File: src/wetc_pkg.sv
// ----------------------------------------------------------------------------
// Wall edge tile coder package
// Shared types, register map and edge code constants.
// ----------------------------------------------------------------------------
package wetc_pkg;

	localparam int MAX_WIDTH_DEF = 32;

	// APB register map (byte address 4*index)
	localparam int ADDR_W = 4;
	localparam int DATA_W = 32;
	localparam logic [1:0] REG_WIDTH  = 2'd0;
	localparam logic [1:0] REG_HEIGHT = 2'd1;
	localparam logic [1:0] REG_BASE   = 2'd2;

	localparam logic [5:0] WIDTH_RST  = 6'd32;
	localparam logic [7:0] HEIGHT_RST = 8'd24;
	localparam logic [7:0] BASE_RST   = 8'd0;

	// Edge code bits: a set bit marks a side with no wall neighbor
	localparam logic [3:0] CODE_LEFT   = 4'h1;
	localparam logic [3:0] CODE_RIGHT  = 4'h2;
	localparam logic [3:0] CODE_TOP    = 4'h4;
	localparam logic [3:0] CODE_BOTTOM = 4'h8;
	localparam logic [3:0] CODE_NONE   = 4'h0;

	typedef struct packed {
		logic [5:0] width_in_use;
		logic [7:0] height_in_use;
		logic [7:0] tile_base;
	} cfg_t;

	typedef struct packed {
		logic [7:0] tile_code;
		logic [4:0] cell_column;
		logic [7:0] cell_row;
		logic       last_of_run;
		logic       frame_done;
	} result_t;

	// One row store entry: one bit per bank, a bank select says which is the
	// pending row and which is the row above it
	typedef logic [1:0] entry_t;

endpackage

File: src/wetc_cfg_regs.sv
// ----------------------------------------------------------------------------
// Wall edge tile coder configuration registers
// APB register file for width, height and tile base.
// ----------------------------------------------------------------------------
module wetc_cfg_regs (
	input  logic                         clk,
	input  logic                         arst_n,
	input  logic                         psel,
	input  logic                         penable,
	input  logic                         pwrite,
	input  logic [wetc_pkg::ADDR_W-1:0]  paddr,
	input  logic [wetc_pkg::DATA_W-1:0]  pwdata,
	output logic [wetc_pkg::DATA_W-1:0]  prdata,
	output logic                         pready,
	output wetc_pkg::cfg_t               cfg
);

	wetc_pkg::cfg_t cfg_q;
	logic           wr_en;
	logic [1:0]     reg_idx;

	assign pready  = 1'b1;
	assign wr_en   = psel && penable && pwrite && pready;
	assign reg_idx = paddr[3:2];
	assign cfg     = cfg_q;

	always_ff @(posedge clk or negedge arst_n) begin
		if (!arst_n) begin
			cfg_q.width_in_use  <= wetc_pkg::WIDTH_RST;
			cfg_q.height_in_use <= wetc_pkg::HEIGHT_RST;
			cfg_q.tile_base     <= wetc_pkg::BASE_RST;
		end else if (wr_en) begin
			case (reg_idx)
				wetc_pkg::REG_WIDTH:  cfg_q.width_in_use  <= pwdata[5:0];
				wetc_pkg::REG_HEIGHT: cfg_q.height_in_use <= pwdata[7:0];
				wetc_pkg::REG_BASE:   cfg_q.tile_base     <= pwdata[7:0];
				default: ;
			endcase
		end
	end

	always_comb begin
		case (reg_idx)
			wetc_pkg::REG_WIDTH:  prdata = {26'd0, cfg_q.width_in_use};
			wetc_pkg::REG_HEIGHT: prdata = {24'd0, cfg_q.height_in_use};
			wetc_pkg::REG_BASE:   prdata = {24'd0, cfg_q.tile_base};
			default:              prdata = '0;
		endcase
	end

endmodule

File: src/wetc_row_mem.sv
// ----------------------------------------------------------------------------
// Wall edge tile coder row memory
// Two-bank row store, one entry per column, registered read, per-entry valid
// bits so that a frame end clears it at once.
// ----------------------------------------------------------------------------
module wetc_row_mem #(
	parameter int MAX_WIDTH = wetc_pkg::MAX_WIDTH_DEF
) (
	input  logic                           clk,
	input  logic                           arst_n,
	input  logic                           wr_en,
	input  logic [$clog2(MAX_WIDTH)-1:0]   wr_addr,
	input  wetc_pkg::entry_t               wr_data,
	input  logic                           rd_en,
	input  logic [$clog2(MAX_WIDTH):0]     rd_addr,
	output wetc_pkg::entry_t               rd_data,
	input  logic                           clear
);

	localparam int CW = $clog2(MAX_WIDTH);
	localparam logic [CW:0] DEPTH = (CW+1)'(MAX_WIDTH);

	wetc_pkg::entry_t       mem_q [MAX_WIDTH];
	logic [MAX_WIDTH-1:0]   valid_q;
	wetc_pkg::entry_t       rd_mem_s1;
	logic                   rd_ok_s1;
	logic                   rd_in_range;
	logic [CW-1:0]          rd_idx;

	assign rd_in_range = rd_addr < DEPTH;
	assign rd_idx      = rd_addr[CW-1:0];

	always_ff @(posedge clk) begin
		if (wr_en) begin
			mem_q[wr_addr] <= wr_data;
		end
		if (rd_en && rd_in_range) begin
			rd_mem_s1 <= mem_q[rd_idx];
		end
	end

	always_ff @(posedge clk or negedge arst_n) begin
		if (!arst_n) begin
			valid_q  <= '0;
			rd_ok_s1 <= 1'b0;
		end else begin
			if (clear) begin
				valid_q <= '0;
			end else if (wr_en) begin
				valid_q[wr_addr] <= 1'b1;
			end
			if (rd_en) begin
				rd_ok_s1 <= rd_in_range && valid_q[rd_idx];
			end
		end
	end

	// A never-written entry reads as an empty cell in both banks
	assign rd_data = rd_ok_s1 ? rd_mem_s1 : '0;

endmodule

File: src/wetc_out_buf.sv
// ----------------------------------------------------------------------------
// Wall edge tile coder output buffer
// Two-entry result queue that decouples the coder from the tile channel.
// ----------------------------------------------------------------------------
module wetc_out_buf (
	input  logic               clk,
	input  logic               arst_n,
	input  logic               push,
	input  wetc_pkg::result_t  push_data,
	output logic               full,
	output logic               out_valid,
	input  logic               out_stall,
	output wetc_pkg::result_t  out_data
);

	wetc_pkg::result_t slot_q [2];
	logic [1:0]        cnt_q;
	logic              rd_ptr_q;
	logic              wr_ptr_q;
	logic              pop;

	assign full      = (cnt_q == 2'd2);
	assign out_valid = (cnt_q != 2'd0);
	assign out_data  = slot_q[rd_ptr_q];
	assign pop       = out_valid && !out_stall;

	always_ff @(posedge clk) begin
		if (push) begin
			slot_q[wr_ptr_q] <= push_data;
		end
	end

	always_ff @(posedge clk or negedge arst_n) begin
		if (!arst_n) begin
			cnt_q    <= 2'd0;
			rd_ptr_q <= 1'b0;
			wr_ptr_q <= 1'b0;
		end else begin
			if (push) begin
				wr_ptr_q <= ~wr_ptr_q;
			end
			if (pop) begin
				rd_ptr_q <= ~rd_ptr_q;
			end
			if (push && !pop) begin
				cnt_q <= cnt_q + 2'd1;
			end else if (pop && !push) begin
				cnt_q <= cnt_q - 2'd1;
			end
		end
	end

endmodule

File: src/wall_edge_tile_coder_top.sv
// ----------------------------------------------------------------------------
// Wall edge tile coder
// Four-neighbor autotile coder for a wall map fed one cell bit per beat.
// ----------------------------------------------------------------------------
// The block takes one map cell per clock, unless stalled, in raster order
// and gives tiles one row behind: the tile for cell (r, c) leaves when cell
// (r+1, c) goes in, so the first map row yields no tiles. A wall cell's code
// marks the sides with no wall neighbor (left 1, right 2, top 4, bottom 8),
// an empty cell codes 0, cells off the map count as empty, and the tile is
// tile_base plus the code, modulo 256. Sustained rate is one cell per cycle
// while the tile side keeps up; the limit is the single read port of the row
// memory, which runs two columns ahead of the scan so that each beat reads one
// entry and writes one. The map's final cell starts a flush of the last row:
// one tile per column, one per cycle unless the buffer is full, with cell_stall
// high; the last flush tile carries frame_done and the store is cleared at
// once by its valid bits, so no clearing pass follows. Results pass through a
// two-entry buffer, so a cell beat is taken while a finished tile waits.
// last_of_run marks the final tile caused by one cell beat. Width is clamped
// to 1..MAX_WIDTH and height to at least 1; write the registers only while the
// block is idle.
// ----------------------------------------------------------------------------
module wall_edge_tile_coder_top #(
	parameter int MAX_WIDTH = wetc_pkg::MAX_WIDTH_DEF
) (
	input  logic                         clk,
	input  logic                         arst_n,
	// cell channel
	input  logic                         cell_valid,
	output logic                         cell_stall,
	input  logic                         wall_bit,
	// tile channel
	output logic                         tile_valid,
	input  logic                         tile_stall,
	output logic [7:0]                   tile_code,
	output logic [4:0]                   cell_column,
	output logic [7:0]                   cell_row,
	output logic                         last_of_run,
	output logic                         frame_done,
	// configuration
	input  logic                         psel,
	input  logic                         penable,
	input  logic                         pwrite,
	input  logic [wetc_pkg::ADDR_W-1:0]  paddr,
	input  logic [wetc_pkg::DATA_W-1:0]  pwdata,
	output logic [wetc_pkg::DATA_W-1:0]  prdata,
	output logic                         pready
);

	localparam int CW = $clog2(MAX_WIDTH);
	localparam logic [6:0] MAXW7    = 7'(MAX_WIDTH);
	localparam logic [CW:0] RD_AHEAD = (CW+1)'(2);

	wetc_pkg::cfg_t     cfg;
	wetc_pkg::result_t  res;
	wetc_pkg::result_t  out_res;
	wetc_pkg::entry_t   rd_data;
	wetc_pkg::entry_t   wr_data;
	wetc_pkg::entry_t   win1_eff;

	// Scan position and window: win0 is the entry at col_q, win1 the next
	logic [CW-1:0]      col_q;
	logic [7:0]         row_q;
	logic               flush_q;
	logic               sel_q;
	logic               pend_q;
	logic               cprev_q;
	wetc_pkg::entry_t   win0_q;
	wetc_pkg::entry_t   win1_q;
	wetc_pkg::entry_t   head0_q;
	wetc_pkg::entry_t   head1_q;

	logic [6:0]         wid7;
	logic [6:0]         w_eff;
	logic [7:0]         h_eff;
	logic [6:0]         col7;
	logic [6:0]         col_inc7;
	logic               here_ok;
	logic               right_ok;
	logic               row_end;
	logic               frame_end;
	logic               buf_full;
	logic               accept_in;
	logic               flush_step;
	logic               flush_last;
	logic               step;
	logic               push;
	logic               cbit;
	logic               pbit;
	logic               rbit;
	logic               below;
	logic [3:0]         code;

	wetc_cfg_regs u_cfg (
		.clk     (clk),
		.arst_n  (arst_n),
		.psel    (psel),
		.penable (penable),
		.pwrite  (pwrite),
		.paddr   (paddr),
		.pwdata  (pwdata),
		.prdata  (prdata),
		.pready  (pready),
		.cfg     (cfg)
	);

	// Clamp the map size
	always_comb begin
		wid7 = {1'b0, cfg.width_in_use};
		if (wid7 == 7'd0) begin
			w_eff = 7'd1;
		end else if (wid7 > MAXW7) begin
			w_eff = MAXW7;
		end else begin
			w_eff = wid7;
		end
		h_eff = (cfg.height_in_use == 8'd0) ? 8'd1 : cfg.height_in_use;
	end

	assign col7      = 7'(col_q);
	assign col_inc7  = col7 + 7'd1;
	assign here_ok   = col7 < w_eff;
	assign right_ok  = col_inc7 < w_eff;
	assign row_end   = !right_ok;
	assign frame_end = row_end && (({1'b0, row_q} + 9'd1) >= {1'b0, h_eff});

	// Handshake: stall while the last row drains or the result buffer is full
	assign cell_stall = flush_q || buf_full;
	assign accept_in  = cell_valid && !cell_stall;
	assign flush_step = flush_q && !buf_full;
	assign flush_last = flush_step && row_end;
	assign step       = accept_in || flush_step;

	// The read issued on the last advance lands in rd_data and holds there
	assign win1_eff = pend_q ? rd_data : win1_q;

	// Pick the pending row bank and the row-above bank
	assign cbit = win0_q[sel_q];
	assign pbit = win0_q[~sel_q];
	assign rbit = win1_eff[sel_q];

	assign below = !flush_q && wall_bit && here_ok;

	// Clear the side bit wherever a wall neighbor stands
	always_comb begin
		code = wetc_pkg::CODE_NONE;
		if (cbit && here_ok) begin
			code = wetc_pkg::CODE_LEFT | wetc_pkg::CODE_RIGHT |
				wetc_pkg::CODE_TOP | wetc_pkg::CODE_BOTTOM;
			if (cprev_q && (col_q != '0)) begin
				code = code & ~wetc_pkg::CODE_LEFT;
			end
			if (rbit && right_ok) begin
				code = code & ~wetc_pkg::CODE_RIGHT;
			end
			if (pbit) begin
				code = code & ~wetc_pkg::CODE_TOP;
			end
			if (below) begin
				code = code & ~wetc_pkg::CODE_BOTTOM;
			end
		end
	end

	always_comb begin
		res.tile_code   = cfg.tile_base + {4'd0, code};
		res.cell_column = col7[4:0];
		res.cell_row    = flush_q ? row_q : (row_q - 8'd1);
		res.last_of_run = flush_q ? row_end : !frame_end;
		res.frame_done  = flush_q && row_end;
	end

	// No tiles while the first row streams in
	assign push = flush_step || (accept_in && (row_q != 8'd0));

	// Keep the pending-row bit, drop the new cell into the other bank
	assign wr_data = sel_q ? {win0_q[1], wall_bit} : {wall_bit, win0_q[0]};

	wetc_row_mem #(
		.MAX_WIDTH (MAX_WIDTH)
	) u_mem (
		.clk     (clk),
		.arst_n  (arst_n),
		.wr_en   (accept_in),
		.wr_addr (col_q),
		.wr_data (wr_data),
		.rd_en   (step),
		.rd_addr ({1'b0, col_q} + RD_AHEAD),
		.rd_data (rd_data),
		.clear   (flush_last)
	);

	always_ff @(posedge clk) begin
		// Remember the first two entries of this row for the wrap to column 0
		if (accept_in && (col_q == CW'(0))) begin
			head0_q <= wr_data;
		end
		if (accept_in && (col_q == CW'(1))) begin
			head1_q <= wr_data;
		end
	end

	always_ff @(posedge clk or negedge arst_n) begin
		if (!arst_n) begin
			col_q   <= '0;
			row_q   <= 8'd0;
			flush_q <= 1'b0;
			sel_q   <= 1'b0;
			pend_q  <= 1'b0;
			cprev_q <= 1'b0;
			win0_q  <= '0;
			win1_q  <= '0;
		end else if (flush_last) begin
			// Frame done: rewind to an empty map
			col_q   <= '0;
			row_q   <= 8'd0;
			flush_q <= 1'b0;
			pend_q  <= 1'b0;
			cprev_q <= 1'b0;
			win0_q  <= '0;
			win1_q  <= '0;
		end else if (accept_in && row_end) begin
			// Row wrap: swap banks, reload the window from the head entries
			col_q   <= '0;
			sel_q   <= ~sel_q;
			pend_q  <= 1'b0;
			cprev_q <= cbit;
			if (col_q == CW'(0)) begin
				win0_q <= wr_data;
				win1_q <= win1_eff;
			end else if (col_q == CW'(1)) begin
				win0_q <= head0_q;
				win1_q <= wr_data;
			end else begin
				win0_q <= head0_q;
				win1_q <= head1_q;
			end
			if (frame_end) begin
				flush_q <= 1'b1;
			end else begin
				row_q <= row_q + 8'd1;
			end
		end else if (step) begin
			// Advance one column
			col_q   <= col_q + CW'(1);
			win0_q  <= win1_eff;
			cprev_q <= cbit;
			pend_q  <= 1'b1;
		end
	end

	wetc_out_buf u_out (
		.clk       (clk),
		.arst_n    (arst_n),
		.push      (push),
		.push_data (res),
		.full      (buf_full),
		.out_valid (tile_valid),
		.out_stall (tile_stall),
		.out_data  (out_res)
	);

	assign tile_code   = out_res.tile_code;
	assign cell_column = out_res.cell_column;
	assign cell_row    = out_res.cell_row;
	assign last_of_run = out_res.last_of_run;
	assign frame_done  = out_res.frame_done;

endmodule

File: config.mk
export PLATFORM = sky130hd
export DESIGN_NAME = wall_edge_tile_coder_top
export DESIGN_NICKNAME = d
export VERILOG_FILES = /design/src/wetc_pkg.sv /design/src/wetc_cfg_regs.sv /design/src/wetc_row_mem.sv /design/src/wetc_out_buf.sv /design/src/wall_edge_tile_coder_top.sv
export SDC_FILE = /design/constraint.sdc
export NUM_CORES = 1
export LEC_CHECK = 0
export BUFFER_PORTS_ARGS = -buffer_cell sky130_fd_sc_hd__buf_2
export CORE_MARGIN = 2
export CORE_UTILIZATION = 30
export CTS_BUF_LIST = sky130_fd_sc_hd__clkbuf_16
export CTS_CLUSTER_DIAMETER = 100
export DETAILED_ROUTE_END_ITERATION = 6
export PLACE_DENSITY = 0.51
export SKIP_LAST_GASP = 1
export SYNTH_ARGS = -nofsm -noshare
export SYNTH_HDL_FRONTEND = slang
export SYNTH_HIERARCHICAL = 1
export SYNTH_SLANG_ARGS = --single-unit
File: constraint.sdc
create_clock -name clk -period 5.1 [get_ports clk]
set_input_delay 0.765 -clock clk [delete_from_list [all_inputs] [get_ports clk]]
set_output_delay 0.765 -clock clk [all_outputs]
set_load 0.01 [all_outputs]
=== Word level (Yosys, flattened, before mapping) ===
Memories as Yosys holds them, arrays and structs flattened. A register that Yosys moved wholly into a read port is not among the register bits.
Index checks and enable logic that the tools add are counted.
W data, S select, Z words.

* Magnitude comparators: 10
* $add $sub $neg: 9
* Muxes and demuxes: 55
* Equality and inequality tests: 5
* Bitwise gates (word level): 5
* Reduce and logical (&&, ||, !) cells: 51

{| class="wikitable"
|+ Operators by type and width
! cell !! count
|-
| $mux W32 || 2
|-
| $mux W8 || 5
|-
| $or A32 B32 Y32 || 1
|-
| $mux W2 || 14
|-
| $pmux W8 S3 || 1
|-
| $mux W1 || 23
|-
| $logic_and A1 B1 Y1 || 22
|-
| $mux W5 || 3
|-
| $lt A5 B6 Y1 const B || 2
|-
| $reduce_and A2 Y1 || 6
|-
| $reduce_bool A2 Y1 || 5
|-
| $add A8 B1 Y9 const B || 1
|-
| $ge A9 B8 Y1 || 1
|-
| $add A8 B1 Y8 const B || 1
|-
| $add A8 B4 Y8 || 1
|-
| $logic_not A1 Y1 || 8
|-
| $logic_not A8 Y1 || 1
|-
| $mux W4 || 2
|-
| $reduce_bool A8 Y1 || 1
|-
| $sub A8 B1 Y8 const B || 1
|-
| $lt A5 B7 Y1 || 1
|-
| $lt A6 B7 Y1 || 1
|-
| $mux W7 || 1
|-
| $add A5 B1 Y6 const B || 1
|-
| other kinds (23) || 30
|}

* Bits in writable memories: 110
* Bits of input ports: 44
* Register bits after elaboration: 84
* Memories kept: 2
* Output and inout bits: 58

{| class="wikitable"
|+ Memory list
! name !! words !! bits a word !! read ports !! clocked after memory_dff !! wr ports !! RTL line !! text
|-
| u_mem.mem_q || 32 || 2 || 1 || 1 || 1 || wetc_row_mem.sv:23 || <nowiki>wetc_pkg::entry_t mem_q [MAX_WIDTH];</nowiki>
|-
| u_out.slot_q || 2 || 23 || 1 || 0 || 1 || wetc_out_buf.sv:16 || <nowiki>wetc_pkg::result_t slot_q [2];</nowiki>
|}

=== Logic depth before layout (Yosys ltp) ===
* Word-level depth: 10
* Mapped depth: 16
* Depth with buffers taken out: 16

=== Modules after synthesis ===
Netlist, hierarchy kept.

{| class="wikitable"
|+ Modules (own cells, without submodules)
! module !! area an instance (sq um) !! cells each !! times used
|-
| wetc_row_mem || 4101.4 || 274 || 1
|-
| wall_edge_tile_coder_top || 2363.5 || 283 || 1
|-
| wetc_out_buf || 1956.9 || 88 || 1
|-
| wetc_cfg_regs || 1242.4 || 101 || 1
|}

=== Worst setup path after synthesis ===
Ideal clock, no wire load.

* Path type: register -> register
* Start: register col_q[2]
* End: memory u_out/slot_q[0][21] in the netlist's numbering (data pin)
* Path slack: 1585 ps
* Arrival: 3253 ps
* Cell stages (with the launch flop): 16
* Period minus slack after synthesis: 3515 ps
* Path buffers: 0
* Setup time: 263 ps
* Cell sequence: dfrtp_1 > ha_1 > and3_1 > and2_1 > ha_1 > nand4_1 > a31oi_1 > a21o_1 > a211oi_1 > or3_1 > fa_1 > nor2b_1 > o21ai_0 > nand2b_1 > nand3_1 > xnor2_1

{| class="wikitable"
|+ RTL lines
! what !! RTL line !! text
|-
| from (decl) || wall_edge_tile_coder_top.sv:61 || <nowiki>logic [CW-1:0] col_q;</nowiki>
|-
| from (signal assigned) || wall_edge_tile_coder_top.sv:244 || <nowiki>col_q <= col_q + CW'(1);</nowiki>
|-
| to (decl) || wetc_out_buf.sv:16 ||
|}

==> flow_summary.json <==
{
  "ys_types": 65,
  "p_int_mw": 3.95,
  "setup_tns_ps": 0,
  "synth_warnings": 6,
  "drc": 0,
  "power_frac_comb": 0.385,
  "n_antenna_cell": 0,
  "async_reset_ff_frac": 0.408,
  "grt_util_all_layers": 0.126,
  "p_seq_frac": 0.403,
  "cts.sinks": 196,
  "syn_to_final_growth_pct": 11.4,
  "start_util": 0.305,
  "path_cells": "ha_1 > nand3_1 > xnor2_1 > ha_1 > nand4_1 > a31oi_1 > a21o_1 > a211oi_1 > or3_1 > fa_1 > nor2b_1 > o21ai_0 > nand2b_1 > nand3_1 > xnor2_1",
  "core_area_mm2": 0.0316,
  "die_h_um": 183,
  "viasPerCell": 4.74,
  "setup_viol": 0,
  "numCtsBuffers": 17,
  "maxSlewHeadroom": 0.219,
  "wirelength_um": 20400,
  "power_frac_clock": 0.212,
  "max_freq_mhz": 250,
  "min_period_ps": 3990,
  "grt_pass1_vias": 5722,
  "cts_resized": 0,
  "drtAntennaViolNets": 0,
  "place_hpwl_um": 13500,
  "synth_ff_type": "edfxtp_1",
  "min_path_type": "in2async",
  "grt_pass1_wl_um": 32700,
  "max_stage_delay_ps": 660,
  "crit_arrival_ps": 4190,
  "synth_edf_count": 116,
  "route.vias.total": 5700,
  "vdd_ir_drop_max_mv": 0.308,
  "ioPinCount": 102,
  "die_w_um": 183,
  "rsz0062_at_grt": "no",
  "outcome": "finished clean",
  "row_count": 65,
  "ctsHtreeMaxLevel": 4,
  "cp_max_fo": 18,
  "fin_util": 0.340,
  "cts_tree": "yes",
  "start_kind": "flip-flop",
  "portBuffers": 50,
  "p_leak_nw": 4.33,
  "mappedNetlistArea_mm2": 0.00966,
  "cts.clk_slew.worst_paths_ps": 80,
  "period_share": 0.783,
  "fin_nets": 862,
  "drive_gt1_frac": 0.233,
  "drt_iter0_markers": 451,
  "yosysSeqAreaShare": 0.568,
  "antenna_found_initial": 0,
  "place.gp.congestion": 0.752,
  "ctsHoldBuffers": 0,
  "p_sw_mw": 2.37,
  "clkLatencyLatePin_ps": 440,
  "cts_setup_buffers": 0,
  "ctsRootBufferMaster": "clkbuf_16",
  "cpMaxStageDelayCell": "dfrtp_2",
  "end_kind": "flip-flop",
  "syn_inst": 746,
  "firstDrtPassIters": 4,
  "grt_max_degree": 44,
  "n_fill_cell": 3148,
  "whs_ps": 328,
  "tightest_slew_ps": 1170,
  "cap_violations": 0,
  "cp.required_ps": 5290,
  "ys_seq_elements": 196,
  "grt-ovfl-total": 0,
  "finalHoldViolCount": 0,
  "avgRoutedWirePerCell_um": 17.0,
  "die_area_mm2": 0.0337,
  "syn_avg_cell_area_um2": 13.0,
  "skew_ps": 17.8,
  "power_density_mw_per_mm2": 587,
  "swShare": 0.375,
  "r2r_slack_ps": 1110,
  "clockBufferDepth": 2,
  "critPathKind": "reg2reg",
  "drv_slew": 0
}
## final timing paths
path,to,from,cells after the start
worst max-delay path,u_out/slot_q[0][21]$_DFFE_PP_,col_q[0]$_DFFE_PN0P_,15
worst min-delay path,u_mem/valid_q[26]$_DFFE_PN0P_,arst_n,1
worst max register to register,u_out/slot_q[0][21]$_DFFE_PP_,col_q[0]$_DFFE_PN0P_,15
worst min register to register,cprev_q$_DFFE_PN0P_,cprev_q$_DFFE_PN0P_,2
max in group asynchronous,u_cfg/cfg[12]$_DFFE_PN1P_,arst_n,2
min in group clk,cprev_q$_DFFE_PN0P_,cprev_q$_DFFE_PN0P_,2
## synth_stat cells (3+ instances only)
library cell,count,share of area
a211o_1,3,0.0027
a211oi_1,4,0.0031
a21o_1,4,0.0031
a21oi_1,7,0.0036
a22o_1,6,0.0054
and2_1,6,0.0039
and3_1,4,0.0026
buf_2,6,0.0031
buf_4,25,0.019
buf_6,5,0.0058
clkbuf_1,18,0.0070
dfrtp_1,77,0.20
dfstp_2,3,0.0082
edfxtp_1,116,0.36
ha_1,29,0.038
inv_1,19,0.0074
mux2_2,23,0.027
mux2_4,27,0.042
mux2i_1,18,0.019
mux4_2,25,0.058
nand2_1,46,0.018
nand2b_1,6,0.0039
nand3_1,13,0.0067
nand3b_1,7,0.0054
nand4_1,3,0.0019
nor2_1,118,0.046
nor2b_1,10,0.0065
nor3_1,6,0.0031
nor4_1,6,0.0039
o211ai_1,6,0.0047
o211ai_2,5,0.0065
o21ai_0,25,0.013
or2_2,3,0.0019
or3_1,3,0.0019
or3b_2,4,0.0036
xnor2_1,13,0.012
xor2_1,12,0.011
## state kept, by name, summed over array words and instances (netlist names), 5 cells and up
signal	flops
col_q	5
u_out/slot_q	46
u_mem/mem_q	64
row_q	8
u_cfg/cfg	22
u_mem/valid_q	32
## routing by layer
layer	up-vias	share of wire	track usage
met3	18	0.036	0.0240
li1	2740	-	-
met2	95	0.47	0.204
met1	2847	0.48	0.174
met4	0	0.011	0.0349
met5	-	0	0
## power groups by stage
| stage | sequential [mW] | clock [mW] | combinational (mW) |
|---|---|---|---|
| floorplan | 2.43 | 0 | 1.93 |
| global placement | 2.58 | 0 | 2.45 |
| detailed placement | 2.59 | 0 | 2.48 |
| CTS | 2.56 | 1.38 | 2.49 |
| global route | 2.61 | 1.43 | 2.72 |
| finish | 2.55 | 1.34 | 2.43 |
## area by class of cell
type	count	area, um2	area share
inverters	20	75.1	0.00697
clock buffers	17	425	0.0395
flip-flops and latches	196	5490	0.510
well taps	402	503	0.0467
repair buffers	58	313	0.0290
clock inverters	15	159	0.0148
multi-input cells	495	3800	0.353
## through the flow
stage | instances | power (mW) | worst slack [ps] | cell area, um2
after CTS | 1203 | 6.43 | 1040 | 10800
after global placement | 1171 | 5.03 | 1060 | 10200
after floorplan | 769 | 4.37 | 1580 | 9750
final | 1203 | 6.33 | 1110 | 10800
after global routing | 1203 | 6.76 | 775 | 10800
after detailed placement | 1171 | 5.07 | 1030 | 10200
## worst max-delay path, delay by kind of cell, from the launching register on
family	cells	cell delay, ps
AND/OR/NAND/NOR	6	950
flip-flops	1	660
AO/OA/AOI/OAI	4	750
adder cells (fa/ha/maj)	3	1070
XOR/XNOR	2	330
## layout by cell type, fill, tap and decap left out, drive strengths merged, types with 5 or more instances in the layout
| cell | Yosys | final |
|---|---|---|
| nand3 | 14 | 14 |
| mux4 | 25 | 25 |
| a22o | 6 | 6 |
| nand3b | 7 | 7 |
| nor3 | 7 | 7 |
| xnor2 | 13 | 13 |
| or3b | 5 | 5 |
| nor2b | 10 | 10 |
| and2 | 6 | 6 |
| nand2 | 46 | 46 |
| mux2i | 18 | 18 |
| clkinv | 1 | 5 |
| o211ai | 11 | 11 |
| dfrtp | 77 | 77 |
| mux2 | 50 | 50 |
| edfxtp | 116 | 116 |
| or2 | 6 | 6 |
| conb | 2 | 25 |
| xor2 | 12 | 12 |
| nor2 | 118 | 118 |
| clkbuf | 18 | 17 |
| buf | 40 | 58 |
| ha | 29 | 29 |
| inv | 19 | 30 |
| o21ai | 25 | 25 |
| nor4 | 6 | 6 |
| a21oi | 7 | 7 |
| nand2b | 7 | 7 |
## cells by family (layout without fill, tap and decap cells)
logic type / count (synthesis) / count (layout) / share of synthesized area
flip-flops: 196 / 196 / 0.568
AND/OR/NAND/NOR: 248 / 248 / 0.121
other: 2 / 25 / 0.000777
multiplexers: 93 / 93 / 0.146
adder cells (fa/ha/maj): 30 / 30 / 0.0396
buffers and inverters: 78 / 110 / 0.0480
XOR/XNOR: 25 / 25 / 0.0227
AO/OA/AOI/OAI: 74 / 74 / 0.0541
No activity file was read; power rests on OpenSTA's default activity.
